`src/lrr_pkg.sv`:
```
`timescale 1ns / 1ps
// ----------------------------------------------------------------------------
// lrr_pkg
// Shared types and constants for the ranged LCG random block.
// ----------------------------------------------------------------------------
package lrr_pkg;

  localparam int STATE_W = 31;
  localparam int CNT_W   = 5;

  localparam logic [STATE_W-1:0] LCG_MUL    = 31'd1103515245;
  localparam logic [STATE_W-1:0] LCG_ADD    = 31'd12345;
  localparam logic [STATE_W-1:0] SEED_RESET = 31'd1;
  localparam logic [6:0]         PCT_DIV    = 7'd100;

  localparam logic [CNT_W-1:0]   DIV_LAST   = CNT_W'(STATE_W - 1);

  typedef enum logic [1:0] {
    MODE_UNSIGNED = 2'd0,
    MODE_SIGNED   = 2'd1,
    MODE_PERCENT  = 2'd2,
    MODE_NONE     = 2'd3
  } mode_t;

  typedef enum logic [0:0] {
    REG_SEED = 1'b0
  } reg_index_t;

  typedef enum logic [1:0] {
    ST_IDLE,
    ST_STEP,
    ST_DIV,
    ST_FINISH
  } state_t;

endpackage

```
`src/lcg_ranged_random.sv`:
```
`timescale 1ns / 1ps
// ----------------------------------------------------------------------------
// lcg_ranged_random
// 31-bit LCG with ranged, signed-ranged and percent-test outputs.
// Each request runs one state step, then 31 restoring divide iterations on
//   one shared subtract/compare, then a finish step.
// A new request is not accepted until the previous result has left ST_FINISH.
// Reset: synchronous; seed_start and the generator state load 1.
// ----------------------------------------------------------------------------
module lcg_ranged_random
  import lrr_pkg::*;
#(
  parameter int VALUE_WIDTH = 32
) (
  input  logic                   clk,
  input  logic                   rst,
  input  logic                   in_valid,
  output logic                   in_stall,
  input  logic [1:0]             mode,
  input  logic [VALUE_WIDTH-1:0] bound_low,
  input  logic [VALUE_WIDTH-1:0] bound_high,
  input  logic [6:0]             percent,
  output logic                   out_valid,
  input  logic                   out_stall,
  output logic [VALUE_WIDTH-1:0] value,
  output logic                   hit,
  output logic                   span_zero,
  output logic [STATE_W-1:0]     raw_state,
  input  logic                   psel,
  input  logic                   penable,
  input  logic                   pwrite,
  input  logic [2:0]             paddr,
  input  logic [31:0]            pwdata,
  output logic [31:0]            prdata,
  output logic                   pready
);

  localparam int CW = VALUE_WIDTH + 32;
  localparam bit WORD64 = (VALUE_WIDTH >= 64);

  state_t state, state_next;

  logic [STATE_W-1:0]     seed_start;
  logic [STATE_W-1:0]     gen_state;
  mode_t                  mode_q;
  logic [VALUE_WIDTH-1:0] low_q;
  logic [VALUE_WIDTH-1:0] high_q;
  logic [6:0]             pct_q;
  logic [VALUE_WIDTH-1:0] divisor;
  logic                   bypass;
  logic                   zero_q;
  logic [STATE_W-1:0]     rem;
  logic [STATE_W-1:0]     dividend;
  logic [CNT_W-1:0]       cnt;

  logic                   cfg_wr;
  logic                   in_accept;
  logic                   out_load;
  logic [2*STATE_W-1:0]   product;
  logic [STATE_W-1:0]     state_step;
  logic [VALUE_WIDTH-1:0] diff_u;
  logic [VALUE_WIDTH:0]   diff_s;
  logic [VALUE_WIDTH-1:0] divisor_next;
  logic                   bypass_next;
  logic                   zero_next;
  logic [STATE_W:0]       shifted;
  logic                   fits;
  logic [CW-1:0]          sub_res;
  logic [STATE_W-1:0]     rem_sel;
  logic [VALUE_WIDTH-1:0] range_sum;

  assign pready    = 1'b1;
  assign cfg_wr    = psel && penable && pwrite && pready;
  assign in_stall  = (state != ST_IDLE);
  assign in_accept = in_valid && !in_stall;
  assign out_load  = (state == ST_FINISH) && (!out_valid || !out_stall);

  always_comb begin
    unique case (reg_index_t'(paddr[2]))
      REG_SEED: prdata = {1'b0, seed_start};
      default:  prdata = 32'd0;
    endcase
  end

  // state step: multiply, add, wrap to 31 bits
  assign product    = {{STATE_W{1'b0}}, gen_state} * {{STATE_W{1'b0}}, LCG_MUL};
  assign state_step = product[STATE_W-1:0] + LCG_ADD;

  // divisor setup
  assign diff_u = high_q - low_q;
  assign diff_s = {high_q[VALUE_WIDTH-1], high_q} - {low_q[VALUE_WIDTH-1], low_q};

  always_comb begin
    divisor_next = VALUE_WIDTH'(PCT_DIV);
    bypass_next  = 1'b0;
    zero_next    = 1'b0;
    unique case (mode_q)
      MODE_UNSIGNED: begin
        divisor_next = diff_u;
        zero_next    = (diff_u == '0);
      end
      MODE_SIGNED: begin
        divisor_next = diff_s[VALUE_WIDTH-1:0];
        bypass_next  = !WORD64 && diff_s[VALUE_WIDTH];
        zero_next    = (diff_s[VALUE_WIDTH-1:0] == '0) && (WORD64 || !diff_s[VALUE_WIDTH]);
      end
      default: begin
        divisor_next = VALUE_WIDTH'(PCT_DIV);
      end
    endcase
  end

  // shared restoring divide step
  assign shifted = {rem, dividend[STATE_W-1]};
  assign sub_res = CW'(shifted) - CW'(divisor);
  assign fits    = (CW'(shifted) >= CW'(divisor));

  assign rem_sel   = bypass ? gen_state : rem;
  assign range_sum = low_q + VALUE_WIDTH'(rem_sel);

  always_comb begin
    state_next = state;
    unique case (state)
      ST_IDLE:   if (in_accept) state_next = ST_STEP;
      ST_STEP:   state_next = ST_DIV;
      ST_DIV:    if (cnt == DIV_LAST) state_next = ST_FINISH;
      ST_FINISH: if (out_load) state_next = ST_IDLE;
      default:   state_next = ST_IDLE;
    endcase
  end

  always_ff @(posedge clk) begin
    if (rst) begin
      state <= ST_IDLE;
    end else begin
      state <= state_next;
    end
  end

  always_ff @(posedge clk) begin
    if (rst) begin
      seed_start <= SEED_RESET;
      gen_state  <= SEED_RESET;
    end else if (cfg_wr && (reg_index_t'(paddr[2]) == REG_SEED)) begin
      seed_start <= pwdata[STATE_W-1:0];
      gen_state  <= pwdata[STATE_W-1:0];
    end else if (state == ST_STEP) begin
      gen_state <= state_step;
    end
  end

  always_ff @(posedge clk) begin
    if (in_accept) begin
      mode_q <= mode_t'(mode);
      low_q  <= bound_low;
      high_q <= bound_high;
      pct_q  <= percent;
    end
    if (state == ST_STEP) begin
      divisor  <= divisor_next;
      bypass   <= bypass_next;
      zero_q   <= zero_next;
      rem      <= '0;
      dividend <= state_step;
      cnt      <= '0;
    end else if (state == ST_DIV) begin
      rem      <= fits ? sub_res[STATE_W-1:0] : shifted[STATE_W-1:0];
      dividend <= {dividend[STATE_W-2:0], 1'b0};
      cnt      <= cnt + 1'b1;
    end
  end

  always_ff @(posedge clk) begin
    if (rst) begin
      out_valid <= 1'b0;
    end else if (out_load) begin
      out_valid <= 1'b1;
    end else if (!out_stall) begin
      out_valid <= 1'b0;
    end
  end

  always_ff @(posedge clk) begin
    if (out_load) begin
      raw_state <= gen_state;
      value     <= '0;
      hit       <= 1'b0;
      span_zero <= 1'b0;
      unique case (mode_q) inside
        MODE_UNSIGNED, MODE_SIGNED: begin
          span_zero <= zero_q;
          value     <= zero_q ? low_q : range_sum;
        end
        MODE_PERCENT: begin
          hit <= (rem[6:0] < pct_q);
        end
        default: begin
          value <= '0;
        end
      endcase
    end
  end

endmodule
```
`config.mk`:
```
export PLATFORM = sky130hd
export DESIGN_NAME = lcg_ranged_random
export DESIGN_NICKNAME = d
export VERILOG_FILES = /design/src/lrr_pkg.sv /design/src/lcg_ranged_random.sv
export SDC_FILE = /design/constraint.sdc
export NUM_CORES = 1
export LEC_CHECK = 0
export BUFFER_PORTS_ARGS = -buffer_cell sky130_fd_sc_hd__buf_2
export CORE_UTILIZATION = 45
export CTS_BUF_LIST = sky130_fd_sc_hd__clkbuf_4
export CTS_CLUSTER_SIZE = 24
export DETAILED_ROUTE_END_ITERATION = 7
export GPL_TIMING_DRIVEN = 0
export REMOVE_ABC_BUFFERS = 1
export SLEW_MARGIN = 20
export SYNTH_ARGS = -nofsm -noshare
export SYNTH_HDL_FRONTEND = slang
export SYNTH_SLANG_ARGS = --single-unit
```
`constraint.sdc`:
```
create_clock -name clk -period 7.35 [get_ports clk]
set_input_delay 0.3675 -clock clk [delete_from_list [all_inputs] [get_ports clk]]
set_output_delay 0.3675 -clock clk [all_outputs]
set_load 0.01 [all_outputs]
```
==> results of run 1 <==
-- worst max-delay path by stage --
stage                            start            end  slack [ns]  cells past startpoint
after global placement        state[1]       value[3]       -1.16                      2
after floorplan           gen_state[5]  gen_state[23]        0.58                     23
after CTS                 gen_state[3]  gen_state[23]        0.01                     23
after detailed placement  gen_state[0]  gen_state[23]       -0.67                     25
final                     gen_state[6]  gen_state[23]        0.26                     23
after global routing      gen_state[4]  gen_state[23]      -0.006                     23
-- per-stage QoR --
stage	TNS (ns)	instance area [µm²]	hold WS [ns]	worst slack (ns)
finish	0	30100	0.0898	0.265
global placement	-93.06	27300	0.437	-1.16
detailed placement	-5.08	27700	0.442	-0.672
floorplan	0	25300	0.426	0.583
CTS	0	29900	0.0231	0.0118
global route	-0.00574	30100	0.102	-0.00574
-- synth_stat cells (25+ instances only) --
cell type	instances	area share, %
nand3_1	25	0.49
clkbuf_1	64	0.94
xnor2_1	89	3.0
a21o_1	45	1.3
nor2b_1	49	1.2
a211oi_1	31	0.91
edfxtp_1	203	24
fa_1	180	14
xor2_1	44	1.5
nand2_1	212	3.1
o21ai_1	35	0.69
inv_1	531	7.8
o21ai_0	58	1.1
nor2_1	176	2.6
dfxtp_1	101	7.9
ha_1	303	15
mux2_2	32	1.4
nor3_1	30	0.59
a21oi_1	181	3.5
-- sequential cells by signal, summed over array words and instances, names as in the netlist, 5 cells and up --
name and cells:
gen_state 31, cnt 5, divisor 32, raw_state 31
dividend 31, low_q 32, high_q 32, pct_q 7
seed_start 31, value 32, rem 31
-- critical path, stage by stage (launching register included) --
cell,delay (ns)
dfxtp_4,0.50
ha_1,0.41
xor2_2,0.24
ha_1,0.21
a21oi_1,0.19
fa_1,0.48
fa_1,0.55
inv_1,0.05
fa_1,0.49
inv_1,0.05
fa_1,0.47
inv_1,0.05
fa_1,0.52
inv_1,0.05
fa_1,0.52
inv_1,0.04
ha_1,0.35
and2_1,0.17
and4_1,0.22
a221o_1,0.39
nand2_1,0.12
mux2_1,0.36
nor4b_2,0.36
a211oi_2,0.11
-- area by class of cell --
| type | count | area [µm²] |
|---|---|---|
| timing repair buffer | 354 | 2630 |
| tap | 748 | 936 |
| multi-input combinational | 1776 | 15200 |
| inverter | 532 | 2000 |
| antenna | 1 | 2.50 |
| fill | 5144 | 25500 |
| sequential | 304 | 8160 |
| clock buffer | 127 | 953 |
| clock inverter | 27 | 169 |
-- cells by family after synthesis --
group                      after synthesis
buffers and inverters                  609
AOI/OAI and AO/OA                      522
DFF                                    304
other                                    2
and+or+nand+nor                        583
xor gates and xnor gates               133
muxes                                   53
adders and majority gates              483
-- metal layers --
metal / share of wire [%] / routed length [µm] / track usage (%) / vias to the layer above
li1: - / - / - / 9755
met1: 44 / 30000 / 30.0 / 9537
met2: 50 / 34100 / 42.7 / 387
met3: 3.3 / 2220 / 3.02 / 89
met4: 2.5 / 1700 / 8.18 / 0
met5: 0 / 0 / 0 / -
-- what timing repair did --
action / 4_1_cts / 5_1_grt
gates resized for setup: 21 / 16
hold buffers: 106 / 0
setup endpoints to repair: 23 / 8
setup buffers: 0 / 19
hold endpoints to repair: 152 / 0
gates cloned: 0 / 0
==> reports/qor.csv, run 1 <==
stage;metric;value;unit
clock_tree;H-tree Lvls;3;
die;Rows;86;
yosys;ys async rst share;0;%
clock_tree;Root Driver;clkbuf_4;
setup_path;r2r startpoint;gen_state[6];
global_route;vias in the first global route;20200;
die;Initial Utilization;46.0;%
yosys;part of the Yosys area used for sequential elements;31.8;%
status;status;completed;
clock_tree;CTS Buf Count;84;
yosys;Synth Area in Adders;28.9;%
clock_tree;clock buffer depth;3;
setup_path;CP endpoint kind;flip-flop;
yosys;number of flops mapped to enable cells by yosys;203;
die;die area;57800;µm²
yosys;Compound-Gate Fraction of Synth Area;13.1;%
placed_design;Port-buffer cells;209;
setup_path;type of the worst setup path;reg2reg;
final_layout;Core Util, Final;54.1;%
run;Max-cap violations;0;
sta;Highest Clock Rate;141;MHz
final_layout;nets@finish;3650;
die;Core Box Area;55600;µm²
sta;Tightest Pin Transition;0.842;ns
final_layout;fin cells;3869;
global_route;total grt overflow;0;
min_path;hold depth;2;
drt;DRC Markers;0;
global_route;GR Util All Layers;24.1;%
setup_path;CP Launch Type;flip-flop;
setup_path;worst-path fanout max;11;
sta;setup violators final;0;
yosys;Synth Area in Simple Gates;10.4;%
setup_path;worst endpoint data arrival time;7.72;ns
setup_path;reg2reg path depth;23;
clock_tree;clk_lat worst skew;0.85;ns
final_layout;commonest non-fill, non-tap cell in the layout;inv_1;
setup_path;FF-to-FF End;gen_state[23];
sta;Max transition margin;43.2;%
drt;Iter 0 DRT Violations;927;
global_route;initial antenna violation count;1;
drt;detailed-route via count;19800;
yosys;mux share of post-synthesis cell area;2.25;%
drt;Total Wirelength;68.0;mm
yosys;gate count after technology mapping;2689;
yosys;largest family of logic cells by synthesized area;adder cells;
yosys;Synth cell types;79;
sta;fin. max-slew vios;0;
placed_design;dpl hpwl;52.5;mm
setup_path;critical path required time;7.98;ns
sta;Period minus WS final;7.09;ns
sta;final worst path period share;96.4;%
yosys;Syn Area/Cell;9.51;µm²
yosys;synthesized cell area;25600;µm²
setup_path;FF-to-FF setup slack;0.26;ns
drt;routed vias/inst;5.11;
global_route;global-route wire length before repair;106;mm
global_route;largest net degree at the start of global routing;68;
min_path;hold_sp;rst;
yosys;Top FF cell, synth;edfxtp_1;
min_path;hold worst-path end;seed_start[13];
die;Top-Level Pins;215;
sta;Worst Skew;0.0728;ns
clock_tree;Clock Sinks;304;
placed_design;routability congestion estimate;0.910;
yosys;yosys warns;0;
final_layout;most frequent cells in the layout;inv_1 (529), ha_1 (298), nand2_1 (212), buf_2 (208), edfxtp_1 (203);
final_layout;share of cells above drive strength 1;15.1;%
drt;wire per inst;17.6;µm
clock_tree;CTS tree;yes;
yosys;xor/xnor share of the synthesized area;4.56;%
min_path;hold crit path type;in2reg;
drt;DR pass1 iterations;5;
yosys;number of synthesized register bits;304;
final_layout;Layout area overhead;17.8;%
sta;Hold Vio Cnt, Final;0;
die;DIE HEIGHT;240;µm
placed_design;DP Cell Count;3589;
die;Die X;240;µm
drt;Final ANT Viol Nets;0;
clock_tree;clock-pin slew on the worst setup and hold paths;0.07;ns
Power of run 1 is not shown: default switching activity piles up to over one toggle a cycle in this logic, so the estimate is an artifact.
==> run 2, diff against run 1 <==
clock period = 8.11 ns   (was 7.35 ns; I/O delays follow)
==> reports/qor.csv, run 2 (synthesized netlist as in run 1, its figures left out) <==
stage;metric;value;unit;change
status;status;completed;;
setup_path;Slowest-stage cell, CP;dfxtp_1;;
global_route;vias in the first global route;20100;;-0.069%
clock_tree;clock-pin slew on the worst setup and hold paths;0.07;ns;about the same
setup_path;worst endpoint data arrival time;8.49;ns;+0.77 ns
global_route;GR Util met1;30.1;%;about the same
sta;Worst Skew;0.0662;ns;-0.00665 ns
sta;setup violators final;0;;unchanged
global_route;largest net degree at the start of global routing;68;;unchanged
drt;DR pass1 iterations;5;;unchanged
drt;DRC Markers;0;;unchanged
final_layout;share of cells above drive strength 1;13.7;%;-1.3 points
global_route;total grt overflow;0;;unchanged
global_route;GR Util All Layers;24.1;%;about the same
sta;Hold Vio Cnt, Final;0;;unchanged
drt;Total Wirelength;67.8;mm;-0.31%
setup_path;worst-path fanout max;12;;+1
sta;Highest Clock Rate;127;MHz;-9.8%
sta;Max transition margin;42.5;%;-0.65 points
clock_tree;CTS tree;yes;;
setup_path;type of the worst setup path;reg2reg;;
clock_tree;clock buffer depth;3;;unchanged
setup_path;critical path required time;8.74;ns;+0.76 ns
die;Top-Level Pins;215;;unchanged
die;Initial Utilization;46.0;%;unchanged
sta;Period minus WS final;7.85;ns;+0.768 ns
placed_design;Port-buffer cells;209;;unchanged
setup_path;Critical path buffers and inverters;3;;-2
die;Core Box Area;55600;µm²;unchanged
setup_path;delay-heaviest family, CP;adder cells;;
drt;routed vias/inst;5.11;;+0.11%
final_layout;Layout area overhead;16.8;%;
die;DIE HEIGHT;240;µm;unchanged
placed_design;dpl hpwl;52.5;mm;unchanged
sta;RSZ-0062 raised after global routing;no;;
drt;detailed-route via count;19700;;-0.38%
global_route;met2 usage;42.7;%;about the same
drt;Iter 0 DRT Violations;918;;-0.97%
die;Rows;86;;unchanged
sta;fin. max-slew vios;0;;unchanged
clock_tree;Root Driver;clkbuf_4;;
setup_path;CP endpoint kind;flip-flop;;
setup_path;CP peak stage delay;0.87;ns;+0.32 ns
run;Max-cap violations;0;;unchanged
global_route;initial antenna violation count;1;;unchanged
clock_tree;Clock Sinks;304;;unchanged
global_route;met3 usage;3.02;%;unchanged
setup_path;worst-path cell chain;ha_1 -> xor2_1 -> ha_1 -> a21oi_1 -> fa_1 -> fa_1 -> inv_1 -> fa_1 -> ha_1 -> fa_1 -> inv_1 -> fa_1 -> inv_1 -> ha_1 -> a21o_1 -> a21o_1 -> a21o_1 -> a21o_1 -> a221o_1 -> nand2_1 -> mux2_1 -> nor4b_1 -> a211oi_2;;
final_layout;commonest non-fill, non-tap cell in the layout;inv_1;;
die;Die X;240;µm;unchanged
setup_path;Worst path most repeated cell;fa_1;;
sta;hold_ws;0.134;ns;+0.0438 ns
setup_path;CP Launch Type;flip-flop;;
clock_tree;CTS Buf Count;84;;unchanged
sta;Tightest Pin Transition;0.861;ns;+0.0196 ns
global_route;global-route wire length before repair;106;mm;about the same
placed_design;routability congestion estimate;0.910;;unchanged
drt;wire per inst;17.6;µm;+0.18%
sta;TNS Setup;0;ns;unchanged
global_route;Top Usage Layer GRT;met2;;
sta;final worst path period share;96.8;%;+0.43 points
die;die area;57800;µm²;unchanged
final_layout;nets@finish;3631;;-0.52%
final_layout;most frequent cells in the layout;inv_1 (530), ha_1 (300), nand2_1 (212), buf_2 (208), edfxtp_1 (203);;
min_path;hold crit path type;in2reg;;
clock_tree;H-tree Lvls;3;;unchanged
clock_tree;setup bufs post-CTS;0;;unchanged
clock_tree;clk_lat worst skew;0.84;ns;about the same
final_layout;Fillers;5153;;+0.17%
drt;Final ANT Viol Nets;0;;unchanged
==> run 2: layout make-up <==
type	count	area [µm²]	share of cell area (%)
multi-input combinational	1776	15200	50.9
timing repair buffer	335	2490	8.34
antenna	1	2.50	0.00838
sequential	304	8120	27.2
tap	748	936	3.13
inverter	532	2000	6.68
clock inverter	27	169	0.565
clock buffer	127	953	3.19
==> run 2: worst register-to-register path: stages, from the launching register on <==
cell and delay [ns]:
dfxtp_1 0.87, ha_1 0.45, xor2_1 0.22, ha_1 0.21, a21oi_1 0.30, fa_1 0.51
fa_1 0.54, inv_1 0.05, fa_1 0.45, ha_1 0.33, fa_1 0.54, inv_1 0.06
fa_1 0.53, inv_1 0.04, ha_1 0.37, a21o_1 0.18, a21o_1 0.18, a21o_1 0.17
a21o_1 0.19, a221o_1 0.40, nand2_1 0.13, mux2_1 0.35, nor4b_1 0.48, a211oi_2 0.13
==> run 2: per-stage QoR <==
stage / utilization (%) / cell area, µm² / std cells / setup WS [ns]
after CTS: 53.7 / 29900 / 3849 / 0.0213
after global placement: 49.0 / 27300 / 3569 / -0.400
after global routing: 53.7 / 29900 / 3850 / 0.00685
final: 53.7 / 29900 / 3850 / 0.257
after floorplan: - / 25300 / 2612 / 1.34
after detailed placement: 49.8 / 27700 / 3589 / 0.0879
==> run 2: timing repair <==
action / 4_1_cts / 5_1_grt
endpoints found under the setup margin: 0 / 6
resized for setup: 0 / 1
hold endpoints to repair: 143 / 0
hold buffers: 106 / 0
==> run 2: final timing paths <==
| path | start | to | slack, ns | depth (start not counted) |
|---|---|---|---|---|
| setup / recovery | gen_state[5] | gen_state[23] | 0.26 | 23 |
| hold reg to reg | seed_start[10] | seed_start[10] | 0.45 | 2 |
| setup reg to reg | gen_state[5] | gen_state[23] | 0.26 | 23 |
| hold / removal | rst | seed_start[13] | 0.13 | 2 |
==> run 2: layer usage <==
metal  routed length (µm)  part of all wire (%)  up-vias
met5                    0                     0        -
met2                34000                    50      388
met4                 1560                   2.3        0
met1                29800                    44     9502
met3                 2420                   3.6       79
li1                     -                     -     9723
Power of run 2 is left out for the same reason.
==> run 3, diff against run 2 <==
GPL_TIMING_DRIVEN = 1   (was 0)
==> reports/qor.csv, run 3 (synthesized netlist as in run 1, its figures left out) <==
stage;metric;value;unit;change
status;status;completed;;
min_path;hold crit path type;in2reg;;
setup_path;CP endpoint kind;flip-flop;;
final_layout;commonest non-fill, non-tap cell in the layout;inv_1;;
sta;TNS Setup;0;ns;unchanged
die;Core Box Area;55600;µm²;unchanged
sta;RSZ-0062 raised after global routing;no;;
global_route;global-route wire length before repair;108;mm;+1.8%
drt;Total Wirelength;67.8;mm;unchanged
clock_tree;clock buffer depth;3;;unchanged
final_layout;final non-filler cell area;29700;µm²;-0.44%
clock_tree;post_cts resized;0;;unchanged
clock_tree;Clock Sinks;304;;unchanged
die;die area;57800;µm²;unchanged
final_layout;share of cells above drive strength 1;14.0;%;+0.24 points
die;DIE HEIGHT;240;µm;unchanged
sta;Hold Vio Cnt, Final;0;;unchanged
run;Max-cap violations;0;;unchanged
placed_design;Port-buffer cells;209;;unchanged
sta;final worst path period share;91.7;%;-5.1 points
final_layout;Layout area overhead;16.3;%;
placed_design;placed cell area;27500;µm²;-0.65%
drt;Iter 0 DRT Violations;985;;+7.3%
sta;Tightest Pin Transition;0.951;ns;+0.0893 ns
clock_tree;CTS Buf Count;86;;+2.4%
drt;wire per inst;17.5;µm;-0.39%
setup_path;CP Launch Type;flip-flop;;
placed_design;DP Cell Count;3599;;+0.28%
sta;Highest Clock Rate;134;MHz;+5.6%
drt;routed vias/inst;5.09;;-0.39%
sta;fin. max-slew vios;0;;unchanged
drt;Final ANT Viol Nets;0;;unchanged
global_route;vias in the first global route;20400;;+1.4%
setup_path;critical path required time;8.74;ns;about the same
sta;Worst Skew;0.0595;ns;-0.00666 ns
setup_path;worst endpoint data arrival time;8.06;ns;-0.43 ns
global_route;GR Util All Layers;24.4;%;+0.33 points
sta;Max transition margin;36.6;%;-5.9 points
global_route;total grt overflow;0;;unchanged
global_route;initial antenna violation count;2;;+1
die;Die X;240;µm;unchanged
setup_path;worst-path fanout max;11;;-1
global_route;largest net degree at the start of global routing;83;;+22%
placed_design;dpl hpwl;52.1;mm;-0.75%
final_layout;nets@finish;3643;;+0.33%
drt;detailed-route via count;19700;;unchanged
clock_tree;clk_lat worst skew;0.87;ns;+0.03 ns
sta;setup violators final;0;;unchanged
drt;DR pass1 iterations;5;;unchanged
die;Initial Utilization;46.0;%;unchanged
final_layout;fin cells;3865;;+0.39%
final_layout;Core Util, Final;53.5;%;-0.24 points
clock_tree;H-tree Lvls;3;;unchanged
die;Rows;86;;unchanged
final_layout;Fillers;5079;;-1.4%
clock_tree;CTS tree;yes;;
final_layout;most frequent cells in the layout;inv_1 (531), ha_1 (301), nand2_1 (212), buf_2 (209), edfxtp_1 (203);;
drt;DRC Markers;0;;unchanged
clock_tree;clock-pin slew on the worst setup and hold paths;0.07;ns;about the same
die;Top-Level Pins;215;;unchanged
clock_tree;Root Driver;clkbuf_4;;
sta;Period minus WS final;7.44;ns;-0.417 ns
setup_path;type of the worst setup path;reg2reg;;
placed_design;routability congestion estimate;0.945;;+3.9%
## run 3: worst max-delay path, cell delays in order, from the launching register on
cell,delay (ns)
dfxtp_1,0.76
ha_1,0.44
xor2_1,0.22
ha_1,0.20
a21oi_1,0.19
fa_1,0.48
fa_1,0.54
inv_1,0.05
fa_1,0.50
inv_1,0.05
fa_1,0.47
inv_1,0.05
fa_1,0.53
inv_1,0.06
fa_1,0.52
inv_1,0.04
ha_1,0.36
or2_1,0.25
a21o_1,0.21
and4_1,0.20
o21ai_1,0.18
a21oi_1,0.15
o31a_1,0.32
o21ai_1,0.14
nand3b_1,0.12
o21a_1,0.16
## run 3: final cells by class
type | instances | area (µm²) | share of cell area, %
Antenna cell | 5 | 12.5 | 0.0421
Clock buffer | 128 | 961 | 3.23
Clock inverter | 27 | 200 | 0.673
Inverter | 532 | 2000 | 6.71
Multi-Input combinational cell | 1776 | 15200 | 51.1
Sequential cell | 304 | 8120 | 27.3
Tap cell | 748 | 936 | 3.15
Timing Repair Buffer | 345 | 2330 | 7.84
## run 3: final timing paths
| kind | from | to | slack, ns | cells after the start |
|---|---|---|---|---|
| setup / recovery | gen_state[6] | dividend[30] | 0.67 | 25 |
| setup reg to reg | gen_state[6] | dividend[30] | 0.67 | 25 |
| hold / removal | bound_low[1] | low_q[1] | 0.24 | 2 |
| hold reg to reg | seed_start[25] | seed_start[25] | 0.45 | 2 |
## run 3: what timing repair did
item	4_1_cts	5_1_grt
hold buffers	106	0
hold endpoints to repair	143	0
setup buffers	0	0
## run 3: per-layer routing
layer	vias to the layer above	routed length, µm	track usage (%)
met5	-	0	0
met4	0	1540	7.20
met1	9433	30100	31.2
met3	98	2530	3.39
li1	9745	-	-
met2	416	33600	42.7
## run 3: through the flow
step / setup WS (ns) / hold WS (ns)
final: 0.674 / 0.238
after global routing: 0.312 / 0.147
after CTS: 0.664 / 0.137
after detailed placement: 0.669 / 0.442
after global placement: 0.778 / 0.437
after floorplan: 1.34 / 0.426
Power of run 3 is left out for the same reason.
